**config.mk**
```make
export PLATFORM = sky130hd
export DESIGN_NAME = lapid_mul
export DESIGN_NICKNAME = d
export VERILOG_FILES = /design/src/rtl/lapid_pkg.sv /design/src/rtl/lapid_mul.sv
export SDC_FILE = /design/constraint.sdc
export NUM_CORES = 2
export LEC_CHECK = 0
export ABC_AREA = 1
export BUFFER_PORTS_ARGS = -buffer_cell sky130_fd_sc_hd__buf_2
export CAP_MARGIN = 40
export CORE_ASPECT_RATIO = 1.1
export CORE_UTILIZATION = 60
export CTS_CLUSTER_SIZE = 20
export DETAILED_ROUTE_END_ITERATION = 12
export PLACE_DENSITY = 0.78
export SLEW_MARGIN = 25
export SYNTH_ARGS = -nofsm -noshare
export SYNTH_HDL_FRONTEND = slang
export SYNTH_SLANG_ARGS = --single-unit
```
**constraint.sdc**
```tcl
create_clock -name clk -period 9 [get_ports clk]
set_input_delay 0.45 -clock clk [delete_from_list [all_inputs] [get_ports clk]]
set_output_delay 0.45 -clock clk [all_outputs]
set_load 0.005 [all_outputs]
```
**src/rtl/lapid_pkg.sv**
```systemverilog
// ----------------------------------------------------------------------------
// lapid_pkg
// Types, widths and constants shared by the actuator PID controller.
// ----------------------------------------------------------------------------
`default_nettype none

package lapid_pkg;

    localparam int POS_W   = 18;
    localparam int ERR_W   = 19;
    localparam int DIF_W   = 20;
    localparam int DRV_W   = 21;
    localparam int INT_W   = 32;
    localparam int SUM_W   = 36;
    localparam int DUTY_W  = 16;
    localparam int CAP_W   = 15;
    localparam int MS_W    = 16;
    localparam int RAW_W   = 16;
    localparam int GAIN_W  = 24;
    localparam int LIM_W   = 31;
    localparam int PER_W   = 10;
    localparam int CFG_W   = 31;
    localparam int IDX_W   = 3;
    localparam int STAT_W  = 3;
    localparam int MUL_A_W = 25;
    localparam int MUL_B_W = 33;
    localparam int MUL_P_W = MUL_A_W + MUL_B_W;
    localparam int DIV_N_W = 34;
    localparam int DIV_D_W = 16;
    localparam int TGT_W   = MUL_P_W - 16;

    localparam int unsigned DEF_ACTUATOR_LEN_UM = 200000;
    localparam int unsigned DEF_EMERGENCY_UM    = 2000;
    localparam int unsigned DEF_SAFE_UM         = 10000;
    localparam int unsigned DEF_SAFE_DUTY       = 9830;
    localparam int unsigned DEF_SLEW_PER_MS     = 64;
    localparam int unsigned DEF_TOLERANCE_UM    = 200;

    localparam logic [CAP_W-1:0] CAP_MAX = CAP_W'(31785);

    typedef enum logic [1:0] {
        CMD_SAMPLE = 2'd0,
        CMD_MOVE   = 2'd1,
        CMD_TICK   = 2'd2,
        CMD_STOP   = 2'd3
    } cmd_t;

    typedef enum logic [STAT_W-1:0] {
        ST_OK        = 3'd0,
        ST_LOST      = 3'd1,
        ST_STOPPED   = 3'd2,
        ST_EMERGENCY = 3'd3,
        ST_SAFE      = 3'd4
    } status_t;

    typedef enum logic [IDX_W-1:0] {
        REG_KP      = 3'd0,
        REG_KI      = 3'd1,
        REG_KD      = 3'd2,
        REG_ILIM    = 3'd3,
        REG_RAW_MIN = 3'd4,
        REG_RAW_MAX = 3'd5,
        REG_PERIOD  = 3'd6,
        REG_LOST    = 3'd7
    } reg_idx_t;

    typedef enum logic [3:0] {
        S_IDLE,
        S_SMP_MUL,
        S_SMP_DIV,
        S_SMP_WAIT,
        S_T_IMUL,
        S_T_INT,
        S_T_P,
        S_T_I,
        S_T_DWAIT,
        S_T_DMUL,
        S_T_D,
        S_T_FIN,
        S_T_OUT,
        S_EMIT
    } state_t;

    typedef struct packed {
        logic                      en;
        logic signed [MUL_A_W-1:0] a;
        logic signed [MUL_B_W-1:0] b;
    } mul_req_t;

    typedef struct packed {
        logic               start;
        logic [DIV_N_W-1:0] num;
        logic [DIV_D_W-1:0] den;
    } div_req_t;

    typedef struct packed {
        logic               done;
        logic [DIV_N_W-1:0] quot;
    } div_rsp_t;

endpackage

`default_nettype wire

```
**src/rtl/lapid_mul.sv**
```systemverilog
// ----------------------------------------------------------------------------
// lapid_mul
// Shared signed multiplier, product registered when enabled.
// ----------------------------------------------------------------------------
`default_nettype none

module lapid_mul import lapid_pkg::*; (
    input  wire logic                      clk,
    input  wire mul_req_t                  req,
    output logic signed [MUL_P_W-1:0]      prod
);

    logic signed [MUL_P_W-1:0] prod_reg;

    always_ff @(posedge clk)
    begin
        if (req.en)
        begin
            prod_reg <= req.a * req.b;
        end
    end

    assign prod = prod_reg;

endmodule

`default_nettype wire

```
==> flow_metrics.tcl <==
set metrics [dict create \
    dr.first_iter.drc_count 1890 \
    worst_pin_slew_ns 0.900 \
    place_congestion 0.970 \
    synthMostInstantiatedCell "inv_1" \
    period_share_pct 81.3 \
    slew_viol_final 0 \
    async_reset_ff_share_pct 0 \
    drt-wirelength-per-cell_um 17.3 \
    syn_avg_cell_area_um2 7.83 \
    dr.pass1.iters 5 \
    path_cells "buf_2 -> nand2_1 -> fa_1 -> fa_1 -> inv_1 -> fa_1 -> inv_1 -> fa_1 -> inv_1 -> fa_1 -> fa_1 -> inv_1 -> fa_1 -> inv_1 -> ha_1 -> nand2_1 -> nor2_1 -> nand2_1 -> nor2_1 -> nand3_1 -> nand3b_1 -> xor2_1" \
    grt_pass1_vias 27100 \
    synth_commonest_cells "inv_1, nand2_1, fa_1, clkbuf_1, ha_1" \
    via_count 25300 \
    cts_hold_buffers 0 \
    drcViolationCount 0 \
    post_drt_via_cell_ratio 5.18 \
    final_net_count 5213 \
    die_area_um2 56000 \
    synth_area_leaders "fa_1, inv_1, nand2_1" \
    final-instance-count-excl-fill 4888 \
    postRouteAntennaNets 0 \
    area_delta_synth_final_pct 3.43 \
    ys.flop_type "edfxtp_1" \
    fin_ws_ns 1.68 \
    clock.fmax_ghz 0.137 \
    wl_mm 84.7 \
    finalSetupViolations 0 \
    yosys.area.top_type_share_pct 51.0 \
    largest_reg_flops 58 \
    status "finished clean" \
    yosysWarnings 0 \
    cts_buffer_depth 2 \
    die_h_um 248 \
    grt-ovfl-total 0 \
    numCtsBuffers 9 \
    start_kind "input pin" \
    htreeDepth 3 \
    cp-end-kind "flop" \
    synth_edf_count 58 \
    layout-drive-gt1-share_pct 4.33 \
    syn-num-nets 5274 \
    antenna_found_initial 6 \
    report.final.hold_viol_count 0 \
    io_buffers 117 \
    die_width_um 226 \
    crit_slowest_cell "buf_2" \
    cp_slowest_stage_delay_ns 0.66 \
    synth.distinct_cells 34 \
    syn_area_um2 33000 \
    place_ws_ns 1.44 \
    ys_seq_area_share_pct 5.27 \
    cp_num_buf_inv 6 \
    cts_tree "done" \
    dp_cells 4869 \
    start_util_pct 61.1 \
    syn_inst 4215 \
    rsz0062_at_grt "false" \
    drv_cap 0 \
    grt_first_pass_wirelength_mm 140 \
    core_um2 54000 \
    synth_top_area_cell "fa_1" \
    post_cts_buffers 0 \
    crit_family "adder cells" \
    crit_top_cell "fa_1" \
    crit_fanout 33 \
    critPathArrivalTime_ns 7.39 \
    period_needed_ns 7.32 \
    cts_resized 0 \
    ys_seq_elements 58 \
    cp.required_ns 9.07 \
    nFillCells 4707 \
    ios 118 \
    slew_headroom_pct 40.0 \
    crit_type "input pin to flop" \
    tns_ns 0 \
    grt_max_degree 51 \
    grt_util_all_layers_pct 32.6 \
    dp_hpwl_mm 71.7 \
    clkSinkCount 58 \
    clk_pin_slew_ns 0.06 \
    cts-root-buf "clkbuf_16" \
    hp-class "input pin to flop" \
    row_count 89 \
]
==> per-layer routing <==
metal | track usage, % | wire (um) | up-vias
met2 | 55.1 | 41700 | 1024
met3 | 5.97 | 7300 | 157
met1 | 42.9 | 33300 | 12700
met5 | 0 | 32 | -
li1 | - | - | 11400
met4 | 9.84 | 2380 | 6
==> worst paths after layout <==
check / startpoint / end / slack [ns] / cells after the start
hold / removal: req[58] / prod[53] / 0.54 / 1
setup / recovery: req[43] / prod[36] / 1.68 / 22
==> cell type report <==
cell class                      instances  area (um2)  share of cell area [%]
Multi-Input combinational cell       2581       25400                    74.3
Sequential cell                        58        1740                    5.10
Inverter                             1378        5170                    15.1
Clock buffer                           11         233                   0.681
Timing Repair Buffer                  126         673                    1.97
Antenna cell                            1        2.50                 0.00733
Clock inverter                          5        55.1                   0.161
Tap cell                              728         911                    2.67
==> cell usage in the layout, fill, tap and decap left out, types with 12 or more instances in the layout <==
cell	synthesis	layout
o21ai_0	16	16
edfxtp_1	58	58
xor2_1	31	31
ha_1	157	157
buf_2	0	117
nor2_1	114	114
nand4_1	18	18
a21oi_1	50	50
inv_1	1374	1374
nor2_2	12	12
nand2_1	1218	1218
nand3_1	62	62
fa_1	842	842
==> metrics by stage <==
step                      area, um2  util (%)  hold slack, ns
after floorplan               33000         -           0.562
final                         34200      63.2           0.541
after global placement        33800      62.6           0.842
after global routing          34200      63.2           0.536
after CTS                     34100      63.2           0.530
after detailed placement      33800      62.6           0.840
==> cells by family after synthesis <==
group	Yosys count	synth area share [%]
buf+inv	1576	17.9
simple gates	1464	17.5
fa+ha+maj	999	57.0
compound gates	82	1.35
flops	58	5.27
xor+xnor	36	0.955
Power is not shown: default switching activity piles up to over one toggle a cycle in this logic, so the estimate is an artifact.
