### src/rtl/lapid_pkg.sv
// ----------------------------------------------------------------------------
// lapid_pkg
// Types, widths and constants shared by the actuator PID controller.
// ----------------------------------------------------------------------------
`default_nettype none

package lapid_pkg;

    localparam int POS_W   = 18;
    localparam int ERR_W   = 19;
    localparam int DIF_W   = 20;
    localparam int DRV_W   = 21;
    localparam int INT_W   = 32;
    localparam int SUM_W   = 36;
    localparam int DUTY_W  = 16;
    localparam int CAP_W   = 15;
    localparam int MS_W    = 16;
    localparam int RAW_W   = 16;
    localparam int GAIN_W  = 24;
    localparam int LIM_W   = 31;
    localparam int PER_W   = 10;
    localparam int CFG_W   = 31;
    localparam int IDX_W   = 3;
    localparam int STAT_W  = 3;
    localparam int MUL_A_W = 25;
    localparam int MUL_B_W = 33;
    localparam int MUL_P_W = MUL_A_W + MUL_B_W;
    localparam int DIV_N_W = 34;
    localparam int DIV_D_W = 16;
    localparam int TGT_W   = MUL_P_W - 16;

    localparam int unsigned DEF_ACTUATOR_LEN_UM = 200000;
    localparam int unsigned DEF_EMERGENCY_UM    = 2000;
    localparam int unsigned DEF_SAFE_UM         = 10000;
    localparam int unsigned DEF_SAFE_DUTY       = 9830;
    localparam int unsigned DEF_SLEW_PER_MS     = 64;
    localparam int unsigned DEF_TOLERANCE_UM    = 200;

    localparam logic [CAP_W-1:0] CAP_MAX = CAP_W'(31785);

    typedef enum logic [1:0] {
        CMD_SAMPLE = 2'd0,
        CMD_MOVE   = 2'd1,
        CMD_TICK   = 2'd2,
        CMD_STOP   = 2'd3
    } cmd_t;

    typedef enum logic [STAT_W-1:0] {
        ST_OK        = 3'd0,
        ST_LOST      = 3'd1,
        ST_STOPPED   = 3'd2,
        ST_EMERGENCY = 3'd3,
        ST_SAFE      = 3'd4
    } status_t;

    typedef enum logic [IDX_W-1:0] {
        REG_KP      = 3'd0,
        REG_KI      = 3'd1,
        REG_KD      = 3'd2,
        REG_ILIM    = 3'd3,
        REG_RAW_MIN = 3'd4,
        REG_RAW_MAX = 3'd5,
        REG_PERIOD  = 3'd6,
        REG_LOST    = 3'd7
    } reg_idx_t;

    typedef enum logic [3:0] {
        S_IDLE,
        S_SMP_MUL,
        S_SMP_DIV,
        S_SMP_WAIT,
        S_T_IMUL,
        S_T_INT,
        S_T_P,
        S_T_I,
        S_T_DWAIT,
        S_T_DMUL,
        S_T_D,
        S_T_FIN,
        S_T_OUT,
        S_EMIT
    } state_t;

    typedef struct packed {
        logic                      en;
        logic signed [MUL_A_W-1:0] a;
        logic signed [MUL_B_W-1:0] b;
    } mul_req_t;

    typedef struct packed {
        logic               start;
        logic [DIV_N_W-1:0] num;
        logic [DIV_D_W-1:0] den;
    } div_req_t;

    typedef struct packed {
        logic               done;
        logic [DIV_N_W-1:0] quot;
    } div_rsp_t;

endpackage

`default_nettype wire

### src/rtl/lapid_div.sv
// ----------------------------------------------------------------------------
// lapid_div
// Restoring unsigned divider, one quotient bit per cycle.
// ----------------------------------------------------------------------------
`default_nettype none

module lapid_div import lapid_pkg::*; (
    input  wire logic     clk,
    input  wire logic     rst_n,
    input  wire div_req_t req,
    output div_rsp_t      rsp
);

    localparam int CNT_W = $clog2(DIV_N_W);

    logic               busy_reg, busy_next;
    logic               done_reg, done_next;
    logic [CNT_W-1:0]   cnt_reg, cnt_next;
    logic [DIV_N_W-1:0] quot_reg, quot_next;
    logic [DIV_D_W-1:0] rem_reg, rem_next;
    logic [DIV_D_W-1:0] den_reg, den_next;
    logic [DIV_D_W:0]   rem_sh;
    logic [DIV_D_W:0]   rem_sub;

    always_comb
    begin
        busy_next = busy_reg;
        done_next = 1'b0;
        cnt_next  = cnt_reg;
        quot_next = quot_reg;
        rem_next  = rem_reg;
        den_next  = den_reg;
        rem_sh    = {rem_reg, quot_reg[DIV_N_W-1]};
        rem_sub   = rem_sh - {1'b0, den_reg};
        if (req.start)
        begin
            busy_next = 1'b1;
            cnt_next  = CNT_W'(DIV_N_W - 1);
            quot_next = req.num;
            rem_next  = '0;
            den_next  = req.den;
        end
        else if (busy_reg)
        begin
            if (rem_sh >= {1'b0, den_reg})
            begin
                rem_next  = rem_sub[DIV_D_W-1:0];
                quot_next = {quot_reg[DIV_N_W-2:0], 1'b1};
            end
            else
            begin
                rem_next  = rem_sh[DIV_D_W-1:0];
                quot_next = {quot_reg[DIV_N_W-2:0], 1'b0};
            end
            if (cnt_reg == '0)
            begin
                busy_next = 1'b0;
                done_next = 1'b1;
            end
            else
            begin
                cnt_next = cnt_reg - 1'b1;
            end
        end
    end

    always_ff @(posedge clk or negedge rst_n)
    begin
        if (!rst_n)
        begin
            busy_reg <= 1'b0;
            done_reg <= 1'b0;
            cnt_reg  <= '0;
        end
        else
        begin
            busy_reg <= busy_next;
            done_reg <= done_next;
            cnt_reg  <= cnt_next;
        end
    end

    always_ff @(posedge clk)
    begin
        quot_reg <= quot_next;
        rem_reg  <= rem_next;
        den_reg  <= den_next;
    end

    assign rsp.done = done_reg;
    assign rsp.quot = quot_reg;

endmodule

`default_nettype wire

### config.mk
export PLATFORM = sky130hd
export DESIGN_NAME = lapid_div
export DESIGN_NICKNAME = d
export VERILOG_FILES = /design/src/rtl/lapid_pkg.sv /design/src/rtl/lapid_div.sv
export SDC_FILE = /design/constraint.sdc
export NUM_CORES = 1
export LEC_CHECK = 0
export CAP_MARGIN = 20
export CORE_UTILIZATION = 30
export CTS_BUF_LIST = sky130_fd_sc_hd__clkbuf_8
export DETAILED_ROUTE_END_ITERATION = 16
export DONT_BUFFER_PORTS = 1
export SLEW_MARGIN = 20
export SYNTH_ARGS = -nofsm -noshare
export SYNTH_HDL_FRONTEND = slang
export SYNTH_SLANG_ARGS = --single-unit
### constraint.sdc
create_clock -name clk -period 4 [get_ports clk]
set_input_delay 0.2 -clock clk [delete_from_list [all_inputs] [get_ports clk]]
set_output_delay 0.2 -clock clk [all_outputs]
set_load 0.005 [all_outputs]
==> Flow_metrics.wiki, run 1 <==
{| class="wikitable"
! Metric !! Value
|-
| Number of enable flip-flop cells after synthesis || 50
|-
| Length in cells of the worst reg-to-reg path || 9
|-
| Capture point of the worst reg-to-reg path || rem_reg[0]$_SDFFE_PP0P_
|-
| Worst relative slew slack || 49.6%
|-
| Height of the die || 116 µm
|-
| Maximum buffer depth of the clock tree || 2
|-
| Total number of placement rows || 41
|-
| Drc violations || 0
|-
| Synthesized flop and latch total || 74
|-
| Core region area || 12600 µm²
|-
| Worst-case vdd ir drop || 172 µV
|-
| Post-Route Setup TNS || 0 ps
|-
| Post-detailed-route count of antenna-violating nets || 0
|-
| Slew at the pin closest to its max-slew limit || 755 ps
|-
| Pre-CTS setup slack || 1120 ps
|-
| DP HPWL || 5.17 mm
|-
| Final Non-Filler Cells || 532
|-
| Number of buffers inserted by post-CTS setup repair || 0
|-
| Worst Min Path Start || req[50]
|-
| Total power density per cell area || 478 nW/µm²
|-
| Number of fill cells || 1288
|-
| Via count of the first global-routing pass || 2552
|-
| Endpoints failing setup || 0
|-
| Via count || 2533
|-
| Number of flip-flops under the largest register name || 34
|-
| Post-route worst hold slack || 43.8 ps
|-
| Footprint of the multi-input gates || 1690 µm²
|-
| Fraction of final layout cells with drive strength greater than 1 || 16.4%
|-
| Average instance area after synthesis || 11.5 µm²
|-
| Boundary Pins || 88
|-
| Outcome || finished, final reports clean
|-
| Clock latency on the worst-skew pair || 360 ps
|-
| Max-capacitance violation count || 0
|-
| Nets in the synthesized netlist || 409
|-
| CP Class || flop to flop
|-
| Routed length per instance || 14.6 µm
|-
| Cells after Synth || 337
|-
| Post-Route Skew || 12.3 ps
|-
| Pre-Repair DR Iteration Count || 4
|-
| Type of origin of the critical path || flop
|-
| Total chip power || 2.12 mW
|-
| Nature of the critical path endpoint || flop
|-
| Post-synthesis async set-or-reset flop share || 10.8%
|-
| Yosys warns || 0
|-
| Port Buf Inserts || 0
|-
| Most frequently used flop master after synthesis || sky130_fd_sc_hd__edfxtp_1
|-
| Clock sink total || 74
|-
| Final cycle utilization of the critical path || 71.7%
|-
| Maximum fanout along the worst path || 25
|-
| Class of the tightest hold or removal check || primary input to flop
|-
| H-tree level count || 3
|-
| Initial drt markers || 139
|-
| Number of instances in the placed design || 497
|-
| Final period demand of the worst path || 2870 ps
|-
| GRT overflow || 0
|-
| Antenna diode count || 0
|-
| Clock root buffer || sky130_fd_sc_hd__clkbuf_8
|-
| Wire length of the first global-routing pass || 12.8 mm
|-
| Leakage power total || 1.68 nW
|-
| Setup WS post-layout || 1130 ps
|-
| Count of distinct cell types in the synthesized netlist || 51
|-
| Max Freq || 349 MHz
|-
| CTS tree || done
|-
| Number of CTS-inserted buffers || 9
|-
| Flip-flop and latch area || 2020 µm²
|-
| Reg2reg start || den_reg[8]$_DFFE_PP_
|-
| RePlAce Congestion || 0.797
|-
| Chip Width || 116 µm
|-
| Area added between synthesis and finish || 14.3%
|-
| Cell Area, Synth || 3890 µm²
|-
| Effective utilization at floorplan || 30.8%
|-
| Max-slew violation count || 0
|-
| Clock-pin transition on the worst setup and hold timing paths || 80 ps
|-
| Pin count of the biggest net entering global routing || 49
|-
| Worst R2R Setup Slack || 1130 ps
|-
| Number of vias per cell after detailed routing || 4.76
|-
| Overall die area || 13400 µm²
|-
| Final #Nets || 427
|-
| Capture endpoint of the worst hold path || rem_reg[13]$_SDFFE_PP0P_
|-
| Sequential cell area fraction in the yosys report || 52.0%
|-
| GRT Total Usage || 12.6%
|-
| Worst endpoint data arrival time || 3140 ps
|-
| Worst hold path cell count || 1
|-
| Final routed wirelength across all metal layers || 7.78 mm
|-
| Antenna violations before repair || 0
|-
| Worst EP required || 4270 ps
|-
| Unrepaired setup endpoints after global routing || false
|-
| Total count of hold-check failures in the final report || 0
|}
## area by class of cell
type	instances	area share, %
Timing Repair Buffer	21	4.85
Clock inverter	7	1.58
Multi-Input combinational cell	221	38.1
Clock buffer	9	2.79
Sequential cell	74	45.5
Tap cell	172	4.85
Inverter	28	2.37
## report_power, final
part	leakage [nW]	internal (mW)	switching (mW)	total (mW)
registers	0.744	0.956	0.0914	1.05
clock network	0.0889	0.285	0.290	0.576
logic	0.848	0.241	0.261	0.501
## per-layer routing
layer | share of wire (%) | GRT usage (%)
met2 | 46 | 19.3
met4 | 1.5 | 5.81
met5 | 0 | 0
met1 | 47 | 16.3
met3 | 5.5 | 3.87
## cells in the mapped netlist, types with 3 or more instances
cell type | n | area (µm²)
sky130_fd_sc_hd__a211oi_1 | 12 | 90.1
sky130_fd_sc_hd__a21o_1 | 3 | 22.5
sky130_fd_sc_hd__a21oi_1 | 12 | 60.1
sky130_fd_sc_hd__a31oi_1 | 4 | 25.0
sky130_fd_sc_hd__and3_1 | 3 | 18.8
sky130_fd_sc_hd__buf_1 | 3 | 11.3
sky130_fd_sc_hd__clkbuf_1 | 7 | 26.3
sky130_fd_sc_hd__dfrtp_1 | 8 | 200
sky130_fd_sc_hd__dfxtp_1 | 16 | 320
sky130_fd_sc_hd__edfxtp_1 | 50 | 1500
sky130_fd_sc_hd__ha_1 | 18 | 225
sky130_fd_sc_hd__inv_1 | 28 | 105
sky130_fd_sc_hd__mux2_2 | 35 | 394
sky130_fd_sc_hd__mux2i_1 | 7 | 70.1
sky130_fd_sc_hd__nand2_1 | 15 | 56.3
sky130_fd_sc_hd__nand2b_1 | 5 | 31.3
sky130_fd_sc_hd__nand3_1 | 4 | 20.0
sky130_fd_sc_hd__nor2_1 | 27 | 101
sky130_fd_sc_hd__nor3_1 | 5 | 25.0
sky130_fd_sc_hd__nor3b_1 | 4 | 30.0
sky130_fd_sc_hd__nor4_1 | 4 | 25.0
sky130_fd_sc_hd__o21ai_0 | 14 | 70.1
sky130_fd_sc_hd__or3_1 | 3 | 18.8
sky130_fd_sc_hd__xnor2_1 | 11 | 96.3
sky130_fd_sc_hd__xor2_1 | 5 | 43.8
## metrics by stage
stage                     util [%]  cell area (µm²)
final                         35.2             4440
after global placement        32.1             4050
after detailed placement      32.1             4050
after CTS                     35.2             4440
after global routing          35.2             4440
after floorplan                  -             3890
## cells by family after synthesis
kind of cell / Yosys count / synth area share, %
AND/OR/NAND/NOR: 82 / 10.8
flip-flops: 74 / 52.0
AO/OA/AOI/OAI: 62 / 10.8
buffers and inverters: 42 / 4.48
multiplexers: 42 / 11.9
adder cells (fa/ha/maj): 19 / 6.31
XOR/XNOR: 16 / 3.61
## cell usage in the layout, fill, tap and decap left out, drive strengths merged, types with 3 or more instances in the layout
cell         synthesis  routed
edfxtp              50      50
mux2                35      35
inv                 28      28
nor2                27      27
ha                  18      18
dlygate4sd3          0      18
dfxtp               16      16
nand2               15      15
o21ai               15      15
a21oi               13      13
a211oi              12      12
xnor2               11      11
clkbuf               7       9
dfrtp                8       8
mux2i                7       7
nand2b               5       5
nor3                 5       5
xor2                 5       5
nand3                4       4
a31oi                4       4
nor4                 4       4
nor3b                4       4
and3                 3       3
a21o                 3       3
or3                  3       3
clkinvlp             0       3
buf                  7       3
clkinv               0       3
## worst max-delay path, stage by stage (launching register included)
cell                       delay [ps]
sky130_fd_sc_hd__edfxtp_1         330
sky130_fd_sc_hd__inv_1             40
sky130_fd_sc_hd__ha_1             380
sky130_fd_sc_hd__and3_1           220
sky130_fd_sc_hd__and4_4           250
sky130_fd_sc_hd__o21ai_2           80
sky130_fd_sc_hd__a31o_1           250
sky130_fd_sc_hd__a21oi_4          620
sky130_fd_sc_hd__mux2_2           410
sky130_fd_sc_hd__a211oi_1         220
## how the worst max path moves through the flow
stage	start	endpoint	slack [ps]	cells past startpoint
floorplan	quot_reg[33]$_DFFE_PP_	rem_reg[14]$_SDFFE_PP0P_	1610	10
global placement	den_reg[8]$_DFFE_PP_	rem_reg[0]$_SDFFE_PP0P_	1190	9
detailed placement	den_reg[8]$_DFFE_PP_	rem_reg[0]$_SDFFE_PP0P_	1120	9
CTS	den_reg[8]$_DFFE_PP_	rem_reg[0]$_SDFFE_PP0P_	1100	9
global route	quot_reg[33]$_DFFE_PP_	rem_reg[0]$_SDFFE_PP0P_	890	9
finish	den_reg[8]$_DFFE_PP_	rem_reg[0]$_SDFFE_PP0P_	1130	9
## timing repair
item,in CTS,in global routing
hold buffers,19,0
endpoints found under the hold margin,56,0
gates resized for setup,0,0
(Power assumes the default switching activity.)
==> run 2: changes to the inputs <==
==> constraint.sdc (replaced) <==
create_clock -name clk -period 2.6 [get_ports clk]
set_input_delay 0.13 -clock clk [delete_from_list [all_inputs] [get_ports clk]]
set_output_delay 0.13 -clock clk [all_outputs]
set_load 0.005 [all_outputs]
==> run 2 against run 1 <==
Fmax up 16%; worst hold slack worse by 20 ps; via count up 7.5%; critical path depth up 1; combinational power up 79%.
==> Flow_metrics.wiki, run 2 (same netlist as run 1, synthesis figures left out) <==
{| class="wikitable"
! Metric !! Value
|-
| Outcome || finished, final reports clean
|-
| Net Sw Power || 1.01 mW (+58%)
|-
| Overall die area || 13400 µm² (unchanged)
|-
| Nature of the critical path endpoint || flop
|-
| Type of origin of the critical path || flop
|-
| Capture endpoint of the worst hold path || quot_reg[11]$_DFFE_PP_
|-
| Total count of hold-check failures in the final report || 0 (unchanged)
|-
| Number of vias per cell after detailed routing || 4.71 (-1.1%)
|-
| Most common cell after layout, fill and taps aside || sky130_fd_sc_hd__dlygate4sd3_1
|-
| Max-slew violation count || 0 (unchanged)
|-
| Via count || 2723 (+7.5%)
|-
| Clock root buffer || sky130_fd_sc_hd__clkbuf_8
|-
| Wire length of the first global-routing pass || 13.7 mm (+7.5%)
|-
| Worst endpoint data arrival time || 2730 ps (-410 ps)
|-
| Cells along the critical path || inv_1 > ha_1 > fa_2 > nand2b_4 > a211oi_2 > o21ai_1 > a31oi_1 > o22ai_1 > xnor2_1 > a311o_1
|-
| GRT Total Usage || 13.9% (+1.3 points)
|-
| Via count of the first global-routing pass || 2734 (+7.1%)
|-
| Final #Nets || 474 (+11%)
|-
| RePlAce Congestion || 0.819 (+2.8%)
|-
| Final routed wirelength across all metal layers || 8.74 mm (+12%)
|-
| Core region area || 12600 µm² (unchanged)
|-
| Final cycle utilization of the critical path || 95.2% (+24 points)
|-
| Port Buf Inserts || 0 (unchanged)
|-
| Worst hold path cell count || 1 (unchanged)
|-
| Worst EP required || 2850 ps (-1420 ps)
|-
| Routed length per instance || 15.1 µm (+3.4%)
|-
| Total power density per cell area || 665 nW/µm² (+39%)
|-
| Number of flip-flops under the largest register name || 34 (unchanged)
|-
| Pre-Repair DR Iteration Count || 4 (unchanged)
|-
| Length in cells of the worst reg-to-reg path || 10 (+1)
|-
| Maximum fanout along the worst path || 2 (-92%)
|-
| DP HPWL || 5.33 mm (+2.9%)
|-
| Total number of placement rows || 41 (unchanged)
|-
| Class of the tightest hold or removal check || primary input to flop
|-
| Capture point of the worst reg-to-reg path || rem_reg[14]$_SDFFE_PP0P_
|-
| Clock sink total || 74 (unchanged)
|-
| Post-detailed-route count of antenna-violating nets || 0 (unchanged)
|-
| Worst-case vdd ir drop || 293 µV (+71%)
|-
| Cell area after layout || 4910 µm² (+11%)
|-
| Fraction of final layout cells with drive strength greater than 1 || 19.5% (+3.1 points)
|-
| Clock power share || 23.3% (-3.8 points)
|-
| Clock latency on the worst-skew pair || 360 ps (about the same)
|-
| Chip Width || 116 µm (unchanged)
|-
| Clock-pin transition on the worst setup and hold timing paths || 80 ps (about the same)
|-
| Antenna diode count || 0 (unchanged)
|-
| Worst R2R Setup Slack || 120 ps (-1010 ps)
|-
| Final Non-Filler Cells || 578 (+8.6%)
|-
| Max-capacitance violation count || 0 (unchanged)
|-
| Area added between synthesis and finish || 26.4%
|-
| Fraction of power consumed by combinational cells || 27.5% (+3.9 points)
|-
| Antenna violations before repair || 0 (unchanged)
|-
| Worst relative slew slack || 43.9% (-5.6 points)
|-
| Maximum buffer depth of the clock tree || 2 (unchanged)
|-
| GRT overflow || 0 (unchanged)
|-
| Post-Route Skew || 10.6 ps (-1.69 ps)
|-
| CP Class || flop to flop
|-
| Max Freq || 404 MHz (+16%)
|-
| Endpoints failing setup || 0 (unchanged)
|-
| Cell area after placement || 4110 µm² (+1.4%)
|-
| Reg2reg start || quot_reg[33]$_DFFE_PP_
|-
| Cell-internal power || 2.25 mW (+52%)
|-
| Switching Fraction || 31.0% (+0.79 points)
|-
| Final period demand of the worst path || 2480 ps (-393 ps)
|-
| Boundary Pins || 88 (unchanged)
|-
| Worst Min Path Start || req[50]
|-
| Leakage power total || 1.90 nW (+13%)
|-
| Sequential fraction of design power || 49.3% (about the same)
|-
| Commonest non-fill, non-tap cells in the layout || sky130_fd_sc_hd__dlygate4sd3_1, sky130_fd_sc_hd__edfxtp_1, sky130_fd_sc_hd__mux2_2, sky130_fd_sc_hd__inv_1, sky130_fd_sc_hd__nor2_1
|-
| Pin count of the biggest net entering global routing || 53 (+8.2%)
|-
| Number of fill cells || 1270 (-1.4%)
|-
| CTS tree || done
|-
| Slew at the pin closest to its max-slew limit || 838 ps (+83.5 ps)
|-
| CP max stage cell || sky130_fd_sc_hd__edfxtp_1
|-
| Initial drt markers || 116 (-17%)
|-
| Effective utilization at floorplan || 30.8% (unchanged)
|-
| Height of the die || 116 µm (unchanged)
|-
| Worst path max stage delay || 360 ps (-260 ps)
|-
| H-tree level count || 3 (unchanged)
|-
| Drc violations || 0 (unchanged)
|-
| Number of CTS-inserted buffers || 9 (unchanged)
|-
| Number of instances in the placed design || 503 (+1.2%)
|}
-- run 2: metal layers --
layer	global-route usage, %	wire length (µm)	vias up
met5	0	0	-
li1	-	-	1351
met1	17.3	4000	1304
met4	7.35	168	0
met3	3.77	335	12
met2	21.9	4240	56
-- run 2: critical path: cells and delay by family, from the launching register on --
family,cells,cell delay [ps]
XOR/XNOR,1,140
AO/OA/AOI/OAI,5,1080
flip-flops,1,360
AND/OR/NAND/NOR,1,160
adder cells (fa/ha/maj),2,570
buffers and inverters,1,70
-- run 2: what timing repair did --
item,4_1_cts,5_1_grt
endpoints found under the hold margin,93,0
pin swaps,2,5
hold buffers,54,0
buffers inserted,2,4
endpoints found under the setup margin,2,14
resized for setup,0,12
-- run 2: how the worst max path moves through the flow --
| stage | startpoint | end | slack, ps | depth (start not counted) |
|---|---|---|---|---|
| finish | quot_reg[33]$_DFFE_PP_ | rem_reg[14]$_SDFFE_PP0P_ | 120 | 10 |
| global route | quot_reg[33]$_DFFE_PP_ | rem_reg[14]$_SDFFE_PP0P_ | -60 | 10 |
| CTS | quot_reg[33]$_DFFE_PP_ | rem_reg[14]$_SDFFE_PP0P_ | 10 | 10 |
| detailed placement | quot_reg[33]$_DFFE_PP_ | rem_reg[14]$_SDFFE_PP0P_ | -4 | 10 |
| global placement | den_reg[6]$_DFFE_PP_ | rem_reg[7]$_SDFFE_PP0P_ | 80 | 9 |
| floorplan | quot_reg[33]$_DFFE_PP_ | rem_reg[14]$_SDFFE_PP0P_ | 210 | 10 |
-- run 2: final cells by class --
| type | instances | area, µm² | area share (%) |
|---|---|---|---|
| Clock buffer | 9 | 124 | 2.52 |
| Clock inverter | 6 | 36.3 | 0.739 |
| Inverter | 28 | 105 | 2.14 |
| Multi-Input combinational cell | 221 | 1730 | 35.2 |
| Sequential cell | 74 | 2020 | 41.2 |
| Tap cell | 172 | 215 | 4.38 |
| Timing Repair Buffer | 68 | 679 | 13.8 |
-- run 2: stage by stage --
step / total power [mW] / setup WS [ps] / util, % / hold WS, ps / TNS [ps]
after floorplan: 2.22 / 208 / - / -166 / 0
after global placement: 2.37 / 82.8 / 32.5 / -165 / 0
after detailed placement: 2.40 / -3.89 / 32.5 / -165 / -3.89
after CTS: 3.28 / 14.0 / 38.3 / 3.26 / 0
after global routing: 3.49 / -60.0 / 38.9 / 3.22 / -102
final: 3.27 / 125 / 38.9 / 24.2 / 0
-- run 2: power groups by stage --
stage / Sequential [mW] / Clock, mW / Combinational (mW)
2_1_floorplan: 1.59 / 0 / 0.631
3_3_place_gp: 1.63 / 0 / 0.740
3_5_place_dp: 1.64 / 0 / 0.764
4_1_cts: 1.61 / 0.803 / 0.861
5_1_grt: 1.64 / 0.851 / 1.00
6_report: 1.61 / 0.760 / 0.897
